$ cat src/hw/rtl/wsfp_pkg.sv
// Package for the WebSocket frame parser: parser phases, header codes and
// the entry type passed from the front end to the back end. No dependencies.
`default_nettype none

package wsfp_pkg;

   localparam int LENGTH_BITS_DEFAULT = 64;
   localparam int QUEUE_DEPTH_DEFAULT = 4;

   localparam logic [6:0] LEN_CODE_EXT16 = 7'd126;
   localparam logic [6:0] LEN_CODE_EXT64 = 7'd127;
   localparam logic [6:0] LEN_CODE_ZERO  = 7'd0;
   localparam logic [3:0] EXT16_BYTES    = 4'd2;
   localparam logic [3:0] EXT64_BYTES    = 4'd8;
   localparam logic [2:0] KEY_BYTES      = 3'd4;

   typedef enum logic [2:0] {
      PH_HDR0   = 3'd0,
      PH_HDR1   = 3'd1,
      PH_EXTLEN = 3'd2,
      PH_KEY    = 3'd3,
      PH_DATA   = 3'd4
   } wsfp_phase_type;

   typedef struct packed {
      logic [7:0] data;
      logic [7:0] key;
      logic [3:0] opcode;
      logic       masked;
      logic       has_data;
      logic       last;
   } wsfp_entry_type;

endpackage

`default_nettype wire

$ cat src/hw/rtl/wsfp_front.sv
// Front end of the WebSocket frame parser: header parsing state machine that
// classifies each byte and emits result entries. Depends on wsfp_pkg.
`default_nettype none

module wsfp_front #(
   parameter int LENGTH_BITS = wsfp_pkg::LENGTH_BITS_DEFAULT
) (
   input  wire logic                    clock,
   input  wire logic                    reset,
   input  wire logic                    accept,
   input  wire logic [7:0]              rx_byte,
   output      logic                    res_valid,
   output      wsfp_pkg::wsfp_entry_type res
);

   wsfp_pkg::wsfp_phase_type phase_ff, phase_in;
   logic [3:0]             opcode_ff, opcode_in;
   logic                   mask_ff, mask_in;
   logic [3:0]             lbl_ff, lbl_in;
   logic [LENGTH_BITS-1:0] pl_ff, pl_in;
   logic [31:0]            key_ff, key_in;
   logic [2:0]             kb_ff, kb_in;
   logic [1:0]             kp_ff, kp_in;

   logic [LENGTH_BITS-1:0] pl_dec;
   logic [LENGTH_BITS-1:0] pl_shift;
   logic [3:0]             lbl_dec;
   logic [2:0]             kb_dec;
   logic [6:0]             len7;
   logic [7:0]             key_byte;

   assign pl_dec   = pl_ff - LENGTH_BITS'(1);
   assign pl_shift = {pl_ff[LENGTH_BITS-9:0], rx_byte};
   assign lbl_dec  = lbl_ff - 4'd1;
   assign kb_dec   = kb_ff - 3'd1;
   assign len7     = rx_byte[6:0];

   always_comb begin
      case (kp_ff)
         2'd0: key_byte = key_ff[31:24];
         2'd1: key_byte = key_ff[23:16];
         2'd2: key_byte = key_ff[15:8];
         default: key_byte = key_ff[7:0];
      endcase
   end

   always_comb begin
      phase_in  = phase_ff;
      opcode_in = opcode_ff;
      mask_in   = mask_ff;
      lbl_in    = lbl_ff;
      pl_in     = pl_ff;
      key_in    = key_ff;
      kb_in     = kb_ff;
      kp_in     = kp_ff;
      if (accept) begin
         case (phase_ff)
            wsfp_pkg::PH_HDR1: begin
               mask_in = rx_byte[7];
               pl_in   = '0;
               if (len7 == wsfp_pkg::LEN_CODE_EXT16) begin
                  lbl_in   = wsfp_pkg::EXT16_BYTES;
                  phase_in = wsfp_pkg::PH_EXTLEN;
               end else if (len7 == wsfp_pkg::LEN_CODE_EXT64) begin
                  lbl_in   = wsfp_pkg::EXT64_BYTES;
                  phase_in = wsfp_pkg::PH_EXTLEN;
               end else begin
                  pl_in = LENGTH_BITS'(len7);
                  if (rx_byte[7]) begin
                     kb_in    = wsfp_pkg::KEY_BYTES;
                     phase_in = wsfp_pkg::PH_KEY;
                  end else begin
                     kp_in    = 2'd0;
                     phase_in = (len7 == wsfp_pkg::LEN_CODE_ZERO) ?
                                wsfp_pkg::PH_HDR0 : wsfp_pkg::PH_DATA;
                  end
               end
            end
            wsfp_pkg::PH_EXTLEN: begin
               pl_in  = pl_shift;
               lbl_in = lbl_dec;
               if (lbl_dec == 4'd0) begin
                  if (mask_ff) begin
                     kb_in    = wsfp_pkg::KEY_BYTES;
                     phase_in = wsfp_pkg::PH_KEY;
                  end else begin
                     kp_in    = 2'd0;
                     phase_in = (pl_shift == '0) ? wsfp_pkg::PH_HDR0 : wsfp_pkg::PH_DATA;
                  end
               end
            end
            wsfp_pkg::PH_KEY: begin
               key_in = {key_ff[23:0], rx_byte};
               kb_in  = kb_dec;
               if (kb_dec == 3'd0) begin
                  kp_in    = 2'd0;
                  phase_in = (pl_ff == '0) ? wsfp_pkg::PH_HDR0 : wsfp_pkg::PH_DATA;
               end
            end
            wsfp_pkg::PH_DATA: begin
               kp_in = kp_ff + 2'd1;
               pl_in = pl_dec;
               if (pl_dec == '0) begin
                  phase_in = wsfp_pkg::PH_HDR0;
               end
            end
            default: begin
               opcode_in = rx_byte[3:0];
               phase_in  = wsfp_pkg::PH_HDR1;
            end
         endcase
      end
   end

   always_comb begin
      res_valid    = 1'b0;
      res.data     = 8'd0;
      res.key      = 8'd0;
      res.opcode   = opcode_ff;
      res.masked   = mask_ff;
      res.has_data = 1'b0;
      res.last     = 1'b1;
      if (accept) begin
         case (phase_ff)
            wsfp_pkg::PH_HDR1: begin
               res.masked = rx_byte[7];
               res_valid  = !rx_byte[7] && (len7 == wsfp_pkg::LEN_CODE_ZERO);
            end
            wsfp_pkg::PH_EXTLEN: begin
               res_valid = (lbl_dec == 4'd0) && !mask_ff && (pl_shift == '0);
            end
            wsfp_pkg::PH_KEY: begin
               res_valid = (kb_dec == 3'd0) && (pl_ff == '0);
            end
            wsfp_pkg::PH_DATA: begin
               res_valid    = 1'b1;
               res.data     = rx_byte;
               res.key      = mask_ff ? key_byte : 8'd0;
               res.has_data = 1'b1;
               res.last     = (pl_dec == '0);
            end
            default: begin
               res_valid = 1'b0;
            end
         endcase
      end
   end

   always_ff @(posedge clock) begin
      if (reset) begin
         phase_ff  <= wsfp_pkg::PH_HDR0;
         opcode_ff <= 4'd0;
         mask_ff   <= 1'b0;
         lbl_ff    <= 4'd0;
         pl_ff     <= '0;
         key_ff    <= 32'd0;
         kb_ff     <= 3'd0;
         kp_ff     <= 2'd0;
      end else begin
         phase_ff  <= phase_in;
         opcode_ff <= opcode_in;
         mask_ff   <= mask_in;
         lbl_ff    <= lbl_in;
         pl_ff     <= pl_in;
         key_ff    <= key_in;
         kb_ff     <= kb_in;
         kp_ff     <= kp_in;
      end
   end

   a_res_needs_accept: assert property (@(posedge clock) disable iff (reset)
      res_valid |-> accept)
      else $error("result entry produced without an accepted byte");

   a_marker_shape: assert property (@(posedge clock) disable iff (reset)
      res_valid && !res.has_data |-> res.last && res.data == 8'd0 && res.key == 8'd0)
      else $error("empty-frame marker is malformed");

   a_data_emits: assert property (@(posedge clock) disable iff (reset)
      accept && phase_ff == wsfp_pkg::PH_DATA |-> res_valid && res.has_data)
      else $error("payload byte did not produce a result");

   a_unmasked_key: assert property (@(posedge clock) disable iff (reset)
      res_valid && !res.masked |-> res.key == 8'd0)
      else $error("key applied to an unmasked frame");

endmodule

`default_nettype wire

$ cat src/hw/rtl/wsfp_queue.sv
// Short register queue between the parser front end and the output back end.
// Depends on wsfp_pkg for the entry type.
`default_nettype none

module wsfp_queue #(
   parameter int DEPTH = wsfp_pkg::QUEUE_DEPTH_DEFAULT
) (
   input  wire logic                     clock,
   input  wire logic                     reset,
   input  wire logic                     push,
   input  wire wsfp_pkg::wsfp_entry_type push_entry,
   output      logic                     full,
   input  wire logic                     pop,
   output      wsfp_pkg::wsfp_entry_type head,
   output      logic                     empty
);

   localparam int AW = (DEPTH > 1) ? $clog2(DEPTH) : 1;
   localparam int CW = $clog2(DEPTH + 1);

   wsfp_pkg::wsfp_entry_type entries_ff [DEPTH];
   logic [AW-1:0] wr_ptr_ff, wr_ptr_in;
   logic [AW-1:0] rd_ptr_ff, rd_ptr_in;
   logic [CW-1:0] count_ff, count_in;

   assign full  = (count_ff == CW'(DEPTH));
   assign empty = (count_ff == '0);
   assign head  = entries_ff[rd_ptr_ff];

   always_comb begin
      wr_ptr_in = wr_ptr_ff;
      rd_ptr_in = rd_ptr_ff;
      count_in  = count_ff;
      if (push) begin
         wr_ptr_in = (wr_ptr_ff == AW'(DEPTH - 1)) ? '0 : wr_ptr_ff + AW'(1);
      end
      if (pop) begin
         rd_ptr_in = (rd_ptr_ff == AW'(DEPTH - 1)) ? '0 : rd_ptr_ff + AW'(1);
      end
      if (push && !pop) begin
         count_in = count_ff + CW'(1);
      end else if (pop && !push) begin
         count_in = count_ff - CW'(1);
      end
   end

   always_ff @(posedge clock) begin
      if (push) begin
         entries_ff[wr_ptr_ff] <= push_entry;
      end
   end

   always_ff @(posedge clock) begin
      if (reset) begin
         wr_ptr_ff <= '0;
         rd_ptr_ff <= '0;
         count_ff  <= '0;
      end else begin
         wr_ptr_ff <= wr_ptr_in;
         rd_ptr_ff <= rd_ptr_in;
         count_ff  <= count_in;
      end
   end

   a_no_overflow: assert property (@(posedge clock) disable iff (reset)
      push && !pop |-> !full)
      else $error("queue written while full");

   a_no_underflow: assert property (@(posedge clock) disable iff (reset)
      pop |-> !empty)
      else $error("queue read while empty");

   a_count_tracks: assert property (@(posedge clock) disable iff (reset)
      push && !pop |=> count_ff == $past(count_ff) + CW'(1))
      else $error("queue count lost a write");

endmodule

`default_nettype wire

$ cat src/hw/rtl/wsfp_back.sv
// Back end of the WebSocket frame parser: unmasks queued entries into the
// output register and hands results out. Depends on wsfp_pkg.
`default_nettype none

module wsfp_back (
   input  wire logic                     clock,
   input  wire logic                     reset,
   input  wire logic                     q_empty,
   input  wire wsfp_pkg::wsfp_entry_type q_head,
   output      logic                     q_pop,
   output      logic [7:0]               payload_byte,
   output      logic [3:0]               frame_opcode,
   output      logic                     was_masked,
   output      logic                     has_data,
   output      logic                     last_of_frame,
   output      logic                     out_empty,
   input  wire logic                     out_pop
);

   logic       valid_ff, valid_in;
   logic [7:0] data_ff;
   logic [3:0] opcode_ff;
   logic       masked_ff;
   logic       has_ff;
   logic       last_ff;
   logic       take;

   assign take     = out_pop && valid_ff;
   assign q_pop    = !q_empty && (!valid_ff || take);
   assign valid_in = q_pop || (valid_ff && !take);

   always_ff @(posedge clock) begin
      if (q_pop) begin
         data_ff   <= q_head.data ^ q_head.key;
         opcode_ff <= q_head.opcode;
         masked_ff <= q_head.masked;
         has_ff    <= q_head.has_data;
         last_ff   <= q_head.last;
      end
   end

   always_ff @(posedge clock) begin
      if (reset) begin
         valid_ff <= 1'b0;
      end else begin
         valid_ff <= valid_in;
      end
   end

   assign payload_byte  = data_ff;
   assign frame_opcode  = opcode_ff;
   assign was_masked    = masked_ff;
   assign has_data      = has_ff;
   assign last_of_frame = last_ff;
   assign out_empty     = !valid_ff;

endmodule

`default_nettype wire

$ cat src/hw/rtl/websocket_frame_parser.sv
// Top level of the WebSocket frame parser: front end, entry queue and back end.
// Depends on wsfp_pkg, wsfp_front, wsfp_queue and wsfp_back.
//
//   Channel   Handshake         Payload
//   request   req_push/req_full req_rx_byte[7:0]
//   result    rsp_pop/rsp_empty rsp_payload_byte, rsp_frame_opcode, rsp_was_masked,
//                               rsp_has_data, rsp_last_of_frame
//
// One byte is accepted per cycle, stalling only when the entry queue is full;
// header bytes produce no result, except the byte that completes the header of an
// empty frame, which produces the marker. A result is written into the entry queue
// and then into the output register before it reaches the result ports. The output
// register drains the queue at one entry per cycle while results are popped.
// Reset returns the parser to the first header byte and empties the queue.
`default_nettype none

module websocket_frame_parser #(
   parameter int LENGTH_BITS = wsfp_pkg::LENGTH_BITS_DEFAULT,
   parameter int QUEUE_DEPTH = wsfp_pkg::QUEUE_DEPTH_DEFAULT
) (
   input  wire logic       clock,
   input  wire logic       reset,
   input  wire logic       req_push,
   output      logic       req_full,
   input  wire logic [7:0] req_rx_byte,
   output      logic [7:0] rsp_payload_byte,
   output      logic [3:0] rsp_frame_opcode,
   output      logic       rsp_was_masked,
   output      logic       rsp_has_data,
   output      logic       rsp_last_of_frame,
   output      logic       rsp_empty,
   input  wire logic       rsp_pop
);

   logic                     accept;
   logic                     res_valid;
   wsfp_pkg::wsfp_entry_type res;
   wsfp_pkg::wsfp_entry_type q_head;
   logic                     q_empty;
   logic                     q_pop;

   assign accept = req_push && !req_full;

   wsfp_front #(
      .LENGTH_BITS(LENGTH_BITS)
   ) u_front (
      .clock(clock),
      .reset(reset),
      .accept(accept),
      .rx_byte(req_rx_byte),
      .res_valid(res_valid),
      .res(res)
   );

   wsfp_queue #(
      .DEPTH(QUEUE_DEPTH)
   ) u_queue (
      .clock(clock),
      .reset(reset),
      .push(res_valid),
      .push_entry(res),
      .full(req_full),
      .pop(q_pop),
      .head(q_head),
      .empty(q_empty)
   );

   wsfp_back u_back (
      .clock(clock),
      .reset(reset),
      .q_empty(q_empty),
      .q_head(q_head),
      .q_pop(q_pop),
      .payload_byte(rsp_payload_byte),
      .frame_opcode(rsp_frame_opcode),
      .was_masked(rsp_was_masked),
      .has_data(rsp_has_data),
      .last_of_frame(rsp_last_of_frame),
      .out_empty(rsp_empty),
      .out_pop(rsp_pop)
   );

endmodule

`default_nettype wire

$ cat config.mk
export PLATFORM = sky130hd
export DESIGN_NAME = websocket_frame_parser
export DESIGN_NICKNAME = d
export VERILOG_FILES = /design/src/hw/rtl/wsfp_pkg.sv /design/src/hw/rtl/wsfp_front.sv /design/src/hw/rtl/wsfp_queue.sv /design/src/hw/rtl/wsfp_back.sv /design/src/hw/rtl/websocket_frame_parser.sv
export SDC_FILE = /design/constraint.sdc
export NUM_CORES = 1
export LEC_CHECK = 0
export BUFFER_PORTS_ARGS = -buffer_cell sky130_fd_sc_hd__buf_2
export CORE_UTILIZATION = 26
export CTS_BUF_LIST = sky130_fd_sc_hd__clkbuf_4
export DETAILED_ROUTE_END_ITERATION = 10
export MAX_ROUTING_LAYER = met4
export PLACE_DENSITY_LB_ADDON = 0.15
export SLEW_MARGIN = 20
export SYNTH_ARGS = -nofsm -noshare
export SYNTH_HDL_FRONTEND = slang
export SYNTH_SLANG_ARGS = --single-unit
$ cat constraint.sdc
create_clock -name clock -period 10.1 [get_ports clock]
set_input_delay 2.02 -clock clock [delete_from_list [all_inputs] [get_ports clock]]
set_output_delay 2.02 -clock clock [all_outputs]
set_load 0.01 [all_outputs]
==> flow_summary.toml, run 1 <==
[clock_network]
post_cts.repair.setup_buffers = 0
cts_tree = "done"
clock_latency_ns = 0.79
clock_path_buffers = 3
cts.sinks = 230
cts-buffers-inserted = 69
cts_hold_buf = 0
cts-resized-gates = 0
clk_pin_slew_ns = 0.06
root_buffer = "clkbuf_4"
htree_levels = 3

[drt]
wirelength_mm = 35.6
ant_nets = 0
drt_iter0_markers = 623
dr.pass1.iters = 9
drc_errors = 0
vias_per_cell = 5.06
via_count = 9761
avgRoutedWirePerCell_um = 18.5

[setup_path]
cp_slowest_stage_delay_ns = 0.74
critical_path_class = "flip-flop to flip-flop"
cp.arrival_ns = 4.78
cp_max_fo = 11
cp_num_buf_inv = 1
cp_data_required_time_ns = 10.70
path_cells = "inv_1, ha_1, nor3b_2, nand2_1, or3_1, nor4_1, mux2i_1, o21ai_0, nor4_1, nand4_1, nand2_1"
critPathCaptureType = "flip-flop"
worstSetupStartpointType = "flip-flop"
crit_family = "simple AND/OR/NAND/NOR gates"
cpMaxStageDelayCell = "nor4_1"

[synth]
syn_nets = 1296
syn_inst = 1266
synth.largest_area_cell = "edfxtp_1"
synth_area_per_cell_um2 = 9.28
synth_edf_count = 107
ys_top_cells_by_area = "edfxtp_1, dfxtp_1, nor2_1, nand2_1, a21oi_1"
ys_types = 71
ys_seq_elements = 230
yosys_warnings = 0
ys_top_cells_by_count = "nor2_1, nand2_1, dfxtp_1"
synth.most_common_cell = "nor2_1"
synthDominantCellAreaShare_pct = 27.3
synth_area_um2 = 11800
ys_seq_area_share_pct = 48.3
synthFlopType = "dfxtp_1"
ys_async_sr_fraction_pct = 0

[timing]
maxSlewViolCount = 0
period_needed_ns = 4.19
period_share_pct = 41.5
tightest_slew_ns = 1.06
fin_tns_setup_ns = 0
finalSetupViolations = 0
relSlewSlack_pct = 29.4
hold_violations = 0
rsz0062_at_grt = "no"
fmax_mhz = 239
skew_ns = 0.0307
final.setup.worst_slack_ns = 5.91

[global_route]
antenna_found_initial = 2
grt_pass1_wl_mm = 56.9
grt_pass1_vias = 9643
grt_max_degree = 90
track_usage_pct = 16.2
overflow = 0

[floorplanning]
dieHeight_um = 215
die_area_um2 = 46100
start_util_pct = 26.5
chipWidth_um = 215
core-area_um2 = 44400
core.rowCount = 77
io_pins = 29

[final_layout]
n_fill_cell = 4743
nets = 1316
design_area_um2 = 13300
multi_input_area_um2 = 5650
drive_gt1_share_pct = 15.0
seq_area_um2 = 5680
synthToLayoutAreaGrowth_pct = 12.9

[pwr]
switching_share_pct = 38.8
peakVddDrop_v = 0.0000694
power_density_nw_per_um2 = 240
combPwrFrac_pct = 35.1
p_leak_uw = 0.00469
pwr-share-clk_pct = 28.7
intPower_uw = 1950
p_seq_share_pct = 36.2
total_power_uw = 3190
switchingPower_uw = 1240

[job]
cap_viol_max_count = 0

[place]
place_ws_ns = 5.51
place_congestion = 0.848
dpl_cell_area_um2 = 12400
io_buffers = 28
dp_hpwl_mm = 22.9

[hold_path]
holdCritPathClass = "flip-flop to flip-flop"

[run_status]
status = "finished, final reports clean"
state kept, by name, indices dropped and copies added (netlist names), 2 cells and up, named ones only:
| signal | cells |
|---|---|
| u_front.phase_ff | 3 |
| u_front.pl_ff | 64 |
| u_front.kp_ff | 2 |
| u_front.lbl_ff | 4 |
| u_front.opcode_ff | 4 |
| u_front.kb_ff | 3 |
| u_queue.count_ff | 3 |
| u_queue.rd_ptr_ff | 2 |
| u_back.payload_byte | 8 |
| u_front.key_ff | 32 |
| u_back.frame_opcode | 4 |
| u_queue.entries_ff | 92 |
| u_queue.wr_ptr_ff | 2 |
power groups by stage:
stage | clock, µW | sequential [µW] | combinational, µW
after floorplan | 0 | 1140 | 801
final | 915 | 1150 | 1120
after detailed placement | 0 | 1170 | 1120
after global placement | 0 | 1170 | 1120
after global routing | 1010 | 1160 | 1240
after CTS | 954 | 1150 | 1120
logic make-up after synthesis:
family / Yosys count / share of synthesized area, %
adder cells (fa/ha/maj): 18 / 1.98
XOR/XNOR: 74 / 5.51
flip-flops: 230 / 48.3
AND/OR/NAND/NOR: 548 / 22.6
AO/OA/AOI/OAI: 261 / 14.0
buffers and inverters: 110 / 3.84
multiplexers: 25 / 3.74
worst register-to-register path: stages (launching register included):
cell and delay (ns):
dfxtp_1 0.37, inv_1 0.15, ha_1 0.24, nor3b_2 0.40, nand2_1 0.30, or3_1 0.61
nor4_1 0.74, mux2i_1 0.29, o21ai_0 0.13, nor4_1 0.29, nand4_1 0.25, nand2_1 0.22
final timing paths:
kind                                               startpoint                                 end  slack, ns  depth (start not counted)
worst max-delay path            u_front.pl_ff[0]$_SDFFE_PP0P_  u_queue.entries_ff[3][0]$_DFFE_PP_       5.91                         11
worst min-delay path            u_front.kb_ff[1]$_SDFFE_PP0P_       u_front.kb_ff[1]$_SDFFE_PP0P_       0.45                          2
worst max register to register  u_front.pl_ff[0]$_SDFFE_PP0P_  u_queue.entries_ff[3][0]$_DFFE_PP_       5.91                         11
worst min register to register  u_front.kb_ff[1]$_SDFFE_PP0P_       u_front.kb_ff[1]$_SDFFE_PP0P_       0.45                          2
per-stage QoR:
stage / cells / hold WS (ns) / util (%)
after global routing: 1929 / 0.466 / 29.9
after floorplan: 1266 / 0.432 / -
after detailed placement: 1807 / 0.445 / 27.9
after CTS: 1922 / 0.452 / 29.8
after global placement: 1807 / 0.443 / 27.9
final: 1929 / 0.446 / 29.9
per-layer routing:
metal | vias to the layer above | global-route usage, % | wire length, µm
li1 | 4714 | - | -
met1 | 4656 | 22.0 | 17000
met2 | 318 | 23.5 | 15700
met3 | 73 | 3.63 | 2080
met4 | 0 | 6.12 | 881
met5 | - | - | 0
placed cells by master, fill, tap and decap left out, types with 21 or more instances in the layout:
master    instances
nor2_1          161
nand2_1         154
dfxtp_1         123
edfxtp_1        107
clkbuf_4        106
a21oi_1          96
nor3_1           58
o21ai_0          58
xor2_1           53
nor4_1           32
buf_2            27
a22oi_1          24
nand4_1          22
xnor2_1          21
layout make-up:
class	count	share of cell area (%)
diodes	7	0.132
clock buffers	106	6.00
clock inverters	9	0.547
inverters	17	0.481
multi-input cells	926	42.6
flip-flops and latches	230	42.8
well taps	592	5.58
repair buffers	42	1.87
Note: power is estimated with default switching activity, not from simulation.
==> inputs of run 2 (changes only) <==
==> constraint.sdc (replaced) <==
create_clock -name clock -period 4.2 [get_ports clock]
set_input_delay 0.84 -clock clock [delete_from_list [all_inputs] [get_ports clock]]
set_output_delay 0.84 -clock clock [all_outputs]
set_load 0.01 [all_outputs]
==> run 2 against run 1 <==
Against the previous run:
- worst setup slack got worse by 5.5 ns
- register-to-register slack worse by 5.5 ns
- clock power up 140%
- global-route usage is 0.17 points higher
- combinational power rose to 2.6 times the previous value
- worst hold slack lost 0.033 ns
- wire length up 2.1%
- largest cell class unchanged
==> flow_summary.toml, run 2 (same netlist as run 1, synthesis figures left out) <==
[run_status]
status = "finished, final reports clean"

[setup_path]
cp_max_fo = 10
r2r_slack_ns = 0.40
reg2reg_depth = 11
r2r-start = "u_front.pl_ff[0]$_SDFFE_PP0P_"
critPathCaptureType = "flip-flop"
cp_data_required_time_ns = 4.80
critical_path_class = "flip-flop to flip-flop"
cp.arrival_ns = 4.40
r2r_end = "u_queue.entries_ff[1][0]$_DFFE_PP_"
worstSetupStartpointType = "flip-flop"
worstSetupStartpoint = "u_front.pl_ff[0]$_SDFFE_PP0P_"

[timing]
finalSetupViolations = 0
fmax_mhz = 263
period_needed_ns = 3.80
tightest_slew_ns = 1.00
hold_violations = 0
period_share_pct = 90.5
rsz0062_at_grt = "no"
fin_tns_setup_ns = 0
relSlewSlack_pct = 33.3
skew_ns = 0.0632
final.setup.worst_slack_ns = 0.399
maxSlewViolCount = 0

[floorplanning]
dieHeight_um = 215
chipWidth_um = 215
core-area_um2 = 44400
io_pins = 29
die_area_um2 = 46100
core.rowCount = 77
start_util_pct = 26.5

[final_layout]
layout_commonest_cell = "nor2_1"
nets = 1355
mostFrequentLayoutCells = "nor2_1, nand2_1, dfxtp_1, edfxtp_1"
largest_register_ffs = 92
synthToLayoutAreaGrowth_pct = 15.6
n_fill_cell = 4707
reg_top3 = "u_queue.entries_ff: 92 flops, u_front.pl_ff: 64 flops, u_front.key_ff: 32 flops"
top_register = "u_queue.entries_ff"
utilization_pct = 30.6
drive_gt1_share_pct = 16.8

[hold_path]
min_to = "u_back.valid_ff$_SDFF_PP0_"
holdCritPathClass = "primary input to flip-flop"
hp-start = "rsp_pop"
min_path_cells = 4

[pwr]
p_leak_uw = 0.00490
peakVddDrop_v = 0.000184
power_density_nw_per_um2 = 579

[clock_network]
cts_tree = "done"
cts-buffers-inserted = 70
cts.sinks = 230
cts-resized-gates = 0
clock_path_buffers = 3
clock_latency_ns = 0.76
clk_pin_slew_ns = 0.06
htree_levels = 3
post_cts.repair.setup_buffers = 0
cts_hold_buf = 0
root_buffer = "clkbuf_4"

[drt]
via_count = 9901
drc_errors = 0
dr.pass1.iters = 6
ant_nets = 0
drt_iter0_markers = 730
wirelength_mm = 36.4
avgRoutedWirePerCell_um = 18.4
vias_per_cell = 5.02

[global_route]
antenna_found_initial = 2
grt_pass1_wl_mm = 57.2
grt_pass1_vias = 9728
track_usage_pct = 16.4
overflow = 0
grt_max_degree = 83

[place]
place_ws_ns = 0.383
dp_hpwl_mm = 23.6
place_congestion = 0.881
io_buffers = 28

[job]
cap_viol_max_count = 0
-- run 2: changes by cell type in the layout (fill, tap and decap cells not counted), moves of 2 or more --
| cell | previous run | this run |
|---|---|---|
| clkinv_1 | 4 | 21 |
| clkinv_2 | 0 | 3 |
| clkinv_4 | 1 | 3 |
| diode_2 | 7 | 3 |
| buf_4 | 15 | 51 |
| clkbuf_4 | 106 | 96 |
| buf_12 | 0 | 2 |
| clkinvlp_4 | 2 | 0 |
-- run 2: final cells by class --
class                           count  area (µm²)  share of cell area (%)
Inverter                           17        63.8                   0.470
Clock inverter                     30         163                    1.20
Clock buffer                       96         721                    5.31
Timing Repair Buffer               80         558                    4.11
Tap cell                          592         741                    5.45
Multi-Input combinational cell    926        5650                    41.6
Antenna cell                        3        7.51                  0.0553
Sequential cell                   230        5680                    41.8
-- run 2: per-stage QoR --
| stage | instances | power [µW] | instance area, µm² | hold WS (ns) |
|---|---|---|---|---|
| floorplan | 1266 | 4680 | 11800 | 0.432 |
| global placement | 1845 | 5720 | 12700 | 0.442 |
| detailed placement | 1845 | 5690 | 12700 | 0.447 |
| CTS | 1971 | 7960 | 13600 | 0.333 |
| global route | 1973 | 8390 | 13600 | 0.358 |
| finish | 1974 | 7860 | 13600 | 0.414 |
-- run 2: worst max-delay path, stage by stage (launching register included) --
cell,delay (ns)
dfxtp_1,0.35
inv_1,0.13
ha_1,0.23
nor3b_2,0.37
nand2_1,0.16
or4_1,0.74
nor4_1,0.45
xnor2_1,0.31
nand3_1,0.22
nor4_1,0.32
nand4_1,0.21
nand2_1,0.17
-- run 2: worst max path at each step --
stage	end	slack, ns	cells after the start
2_1_floorplan	u_queue.count_ff[2]$_SDFFE_PP0P_	0.83	14
3_3_place_gp	u_queue.count_ff[2]$_SDFFE_PP0P_	0.39	13
3_5_place_dp	u_queue.count_ff[2]$_SDFFE_PP0P_	0.38	13
4_1_cts	u_queue.count_ff[2]$_SDFFE_PP0P_	0.45	13
5_1_grt	u_queue.count_ff[2]$_SDFFE_PP0P_	0.02	13
6_report	u_queue.entries_ff[1][0]$_DFFE_PP_	0.40	11
-- run 2: metal layers --
layer | track usage (%) | part of all wire, % | vias to the layer above
met3 | 3.49 | 5.1 | 60
met2 | 24.4 | 45 | 257
met5 | - | 0 | -
met4 | 5.83 | 2.1 | 0
li1 | - | - | 4787
met1 | 21.9 | 47 | 4797
-- run 2: power by group --
group	internal [µW]	leakage, µW	switching, µW
Combinational	1050	0.00233	1870
Clock	1130	0.000522	1050
Sequential	2560	0.00205	180
Total	4750	0.00490	3110
==> inputs of run 3 (changes only) <==
--- a/config.mk
+++ b/config.mk
@@ -10,7 +10,7 @@
 export CTS_BUF_LIST = sky130_fd_sc_hd__clkbuf_4
 export DETAILED_ROUTE_END_ITERATION = 10
 export MAX_ROUTING_LAYER = met4
-export PLACE_DENSITY_LB_ADDON = 0.15
+export PLACE_DENSITY_LB_ADDON = 0.25
 export SLEW_MARGIN = 20
 export SYNTH_ARGS = -nofsm -noshare
 export SYNTH_HDL_FRONTEND = slang
==> constraint.sdc (replaced) <==
create_clock -name clock -period 4.2 [get_ports clock]
set_input_delay 0 -clock clock [delete_from_list [all_inputs] [get_ports clock]]
set_output_delay 0 -clock clock [all_outputs]
set_load 0.01 [all_outputs]
==> run 3 against run 2 <==
Against the previous run:
- die area unchanged
- design area up 0.27%
- highest routed layer unchanged
- clock power grew 7%
- non-clock buffer count is 6 lower
- clock-buffer cell count rose by 7
- worst hold slack got worse by 0.24 ns
- first-iteration DRC count grew 6.2%
==> flow_summary.toml, run 3 (same netlist as run 1, synthesis figures left out) <==
[pwr]
peakVddDrop_v = 0.000298
switching_share_pct = 37.6
pwr-share-clk_pct = 29.7
p_seq_share_pct = 34.8
p_leak_uw = 0.00489
combPwrFrac_pct = 35.5
switchingPower_uw = 2980
intPower_uw = 4940
power_density_nw_per_um2 = 581

[floorplanning]
start_util_pct = 26.5
die_area_um2 = 46100
core.rowCount = 77
chipWidth_um = 215
dieHeight_um = 215
io_pins = 29
core-area_um2 = 44400

[setup_path]
cp_max_fo = 8
r2r_end = "u_queue.count_ff[2]$_SDFFE_PP0P_"
cp.arrival_ns = 4.44
critPathCaptureType = "flip-flop"
r2r-start = "u_front.pl_ff[31]$_SDFFE_PP0P_"
reg2reg_depth = 13
worstSetupStartpoint = "u_front.pl_ff[31]$_SDFFE_PP0P_"
cp_data_required_time_ns = 4.81
critical_path_class = "flip-flop to flip-flop"
r2r_slack_ns = 0.38
worstSetupStartpointType = "flip-flop"

[final_layout]
synthToLayoutAreaGrowth_pct = 15.9
utilization_pct = 30.7
largest_register_ffs = 92
layout_commonest_cell = "nor2_1"
nets = 1347
reg_top3 = "u_queue.entries_ff: 92 flops, u_front.pl_ff: 64 flops, u_front.key_ff: 32 flops"
drive_gt1_share_pct = 16.0
top_register = "u_queue.entries_ff"
mostFrequentLayoutCells = "nor2_1, nand2_1, dfxtp_1, edfxtp_1, clkbuf_4"

[drt]
ant_nets = 0
avgRoutedWirePerCell_um = 17.3
drt_iter0_markers = 775
vias_per_cell = 5.02
dr.pass1.iters = 5
wirelength_mm = 33.9
via_count = 9834
drc_errors = 0

[clock_network]
cts_tree = "done"
cts.sinks = 230
clock_latency_ns = 0.72
htree_levels = 3
post_cts.repair.setup_buffers = 0
clock_path_buffers = 3
cts-buffers-inserted = 68
clk_pin_slew_ns = 0.06
root_buffer = "clkbuf_4"

[hold_path]
min_to = "u_front.key_ff[5]$_SDFFE_PP0P_"
holdCritPathClass = "primary input to flip-flop"
min_path_cells = 4
hp-start = "req_rx_byte[5]"

[place]
io_buffers = 28
place_congestion = 0.884
dp_hpwl_mm = 22.3

[timing]
relSlewSlack_pct = 28.0
maxSlewViolCount = 0
period_needed_ns = 3.82
period_share_pct = 91.1
finalSetupViolations = 0
tightest_slew_ns = 1.08
fin_tns_setup_ns = 0
hold_violations = 0
skew_ns = 0.0412
rsz0062_at_grt = "no"
fmax_mhz = 261

[global_route]
grt_pass1_wl_mm = 54.0
antenna_found_initial = 1
grt_pass1_vias = 9630
overflow = 0
track_usage_pct = 15.2
grt_max_degree = 83

[job]
cap_viol_max_count = 0

[run_status]
status = "finished, final reports clean"
## run 3: cell types whose count changed in the layout (fill, tap and decap cells not counted), moves of 3 or more
cell           delta
clkbuf_4          +7
clkinv_1         -11
clkinv_4          -3
dlygate4sd3_1    +12
bufinv_16         +3
buf_4            -17
## run 3: layout make-up
class | instances | area (µm²)
sequential | 230 | 5680
clock inverter | 16 | 168
tap | 592 | 741
inverter | 17 | 63.8
antenna | 2 | 5.00
multi-input combinational | 926 | 5660
fill | 4664 | 30800
timing repair buffer | 74 | 531
clock buffer | 103 | 773
## run 3: layer usage
layer / track usage, % / wire [µm]
met1: 18.8 / 15100
met2: 24.3 / 16200
met3: 2.85 / 1590
met4: 6.55 / 1040
met5: - / 0
## run 3: how the worst max path moves through the flow
stage	slack (ns)	end	cells after the start
6_report	0.38	u_queue.count_ff[2]$_SDFFE_PP0P_	13
5_1_grt	0.08	u_queue.count_ff[2]$_SDFFE_PP0P_	13
4_1_cts	0.28	u_queue.entries_ff[1][0]$_DFFE_PP_	11
3_5_place_dp	0.33	u_queue.entries_ff[3][0]$_DFFE_PP_	11
3_3_place_gp	0.39	u_queue.entries_ff[0][0]$_DFFE_PP_	11
2_1_floorplan	0.83	u_queue.count_ff[2]$_SDFFE_PP0P_	14
## run 3: through the flow
stage / hold WS, ns / instance area [µm²] / cells / power [µW] / worst slack, ns
6_report: 0.174 / 13600 / 1960 / 7910 / 0.376
5_1_grt: 0.146 / 13600 / 1960 / 8400 / 0.0814
4_1_cts: 0.105 / 13600 / 1958 / 7990 / 0.281
3_5_place_dp: 0.299 / 12500 / 1827 / 5570 / 0.335
3_3_place_gp: 0.292 / 12500 / 1827 / 5600 / 0.387
2_1_floorplan: 0.136 / 11800 / 1266 / 4680 / 0.827
## run 3: timing repair
| item | in CTS | in global routing |
|---|---|---|
| gates resized for setup | 0 | 1 |
| hold endpoints to repair | 130 | 0 |
| hold buffers | 12 | 0 |
| endpoints found under the setup margin | 0 | 4 |
## run 3: worst max-delay path, cell delays in order (launching register included)
cell and delay, ns:
dfxtp_1 0.38, nor4_1 0.53, nand4_1 0.29, nor4_1 0.43, nand2_1 0.21, nor4_1 0.29
o21ai_0 0.13, a21oi_2 0.21, ha_1 0.21, inv_1 0.06, fa_1 0.37, xor2_1 0.16
or3_1 0.30, a21oi_1 0.15
## run 3: power groups by stage
stage	Clock, µW	Sequential [µW]	Combinational [µW]
after floorplan	0	2750	1930
after global placement	0	2800	2800
after detailed placement	0	2800	2770
after CTS	2440	2760	2800
after global routing	2560	2780	3060
final	2350	2750	2810
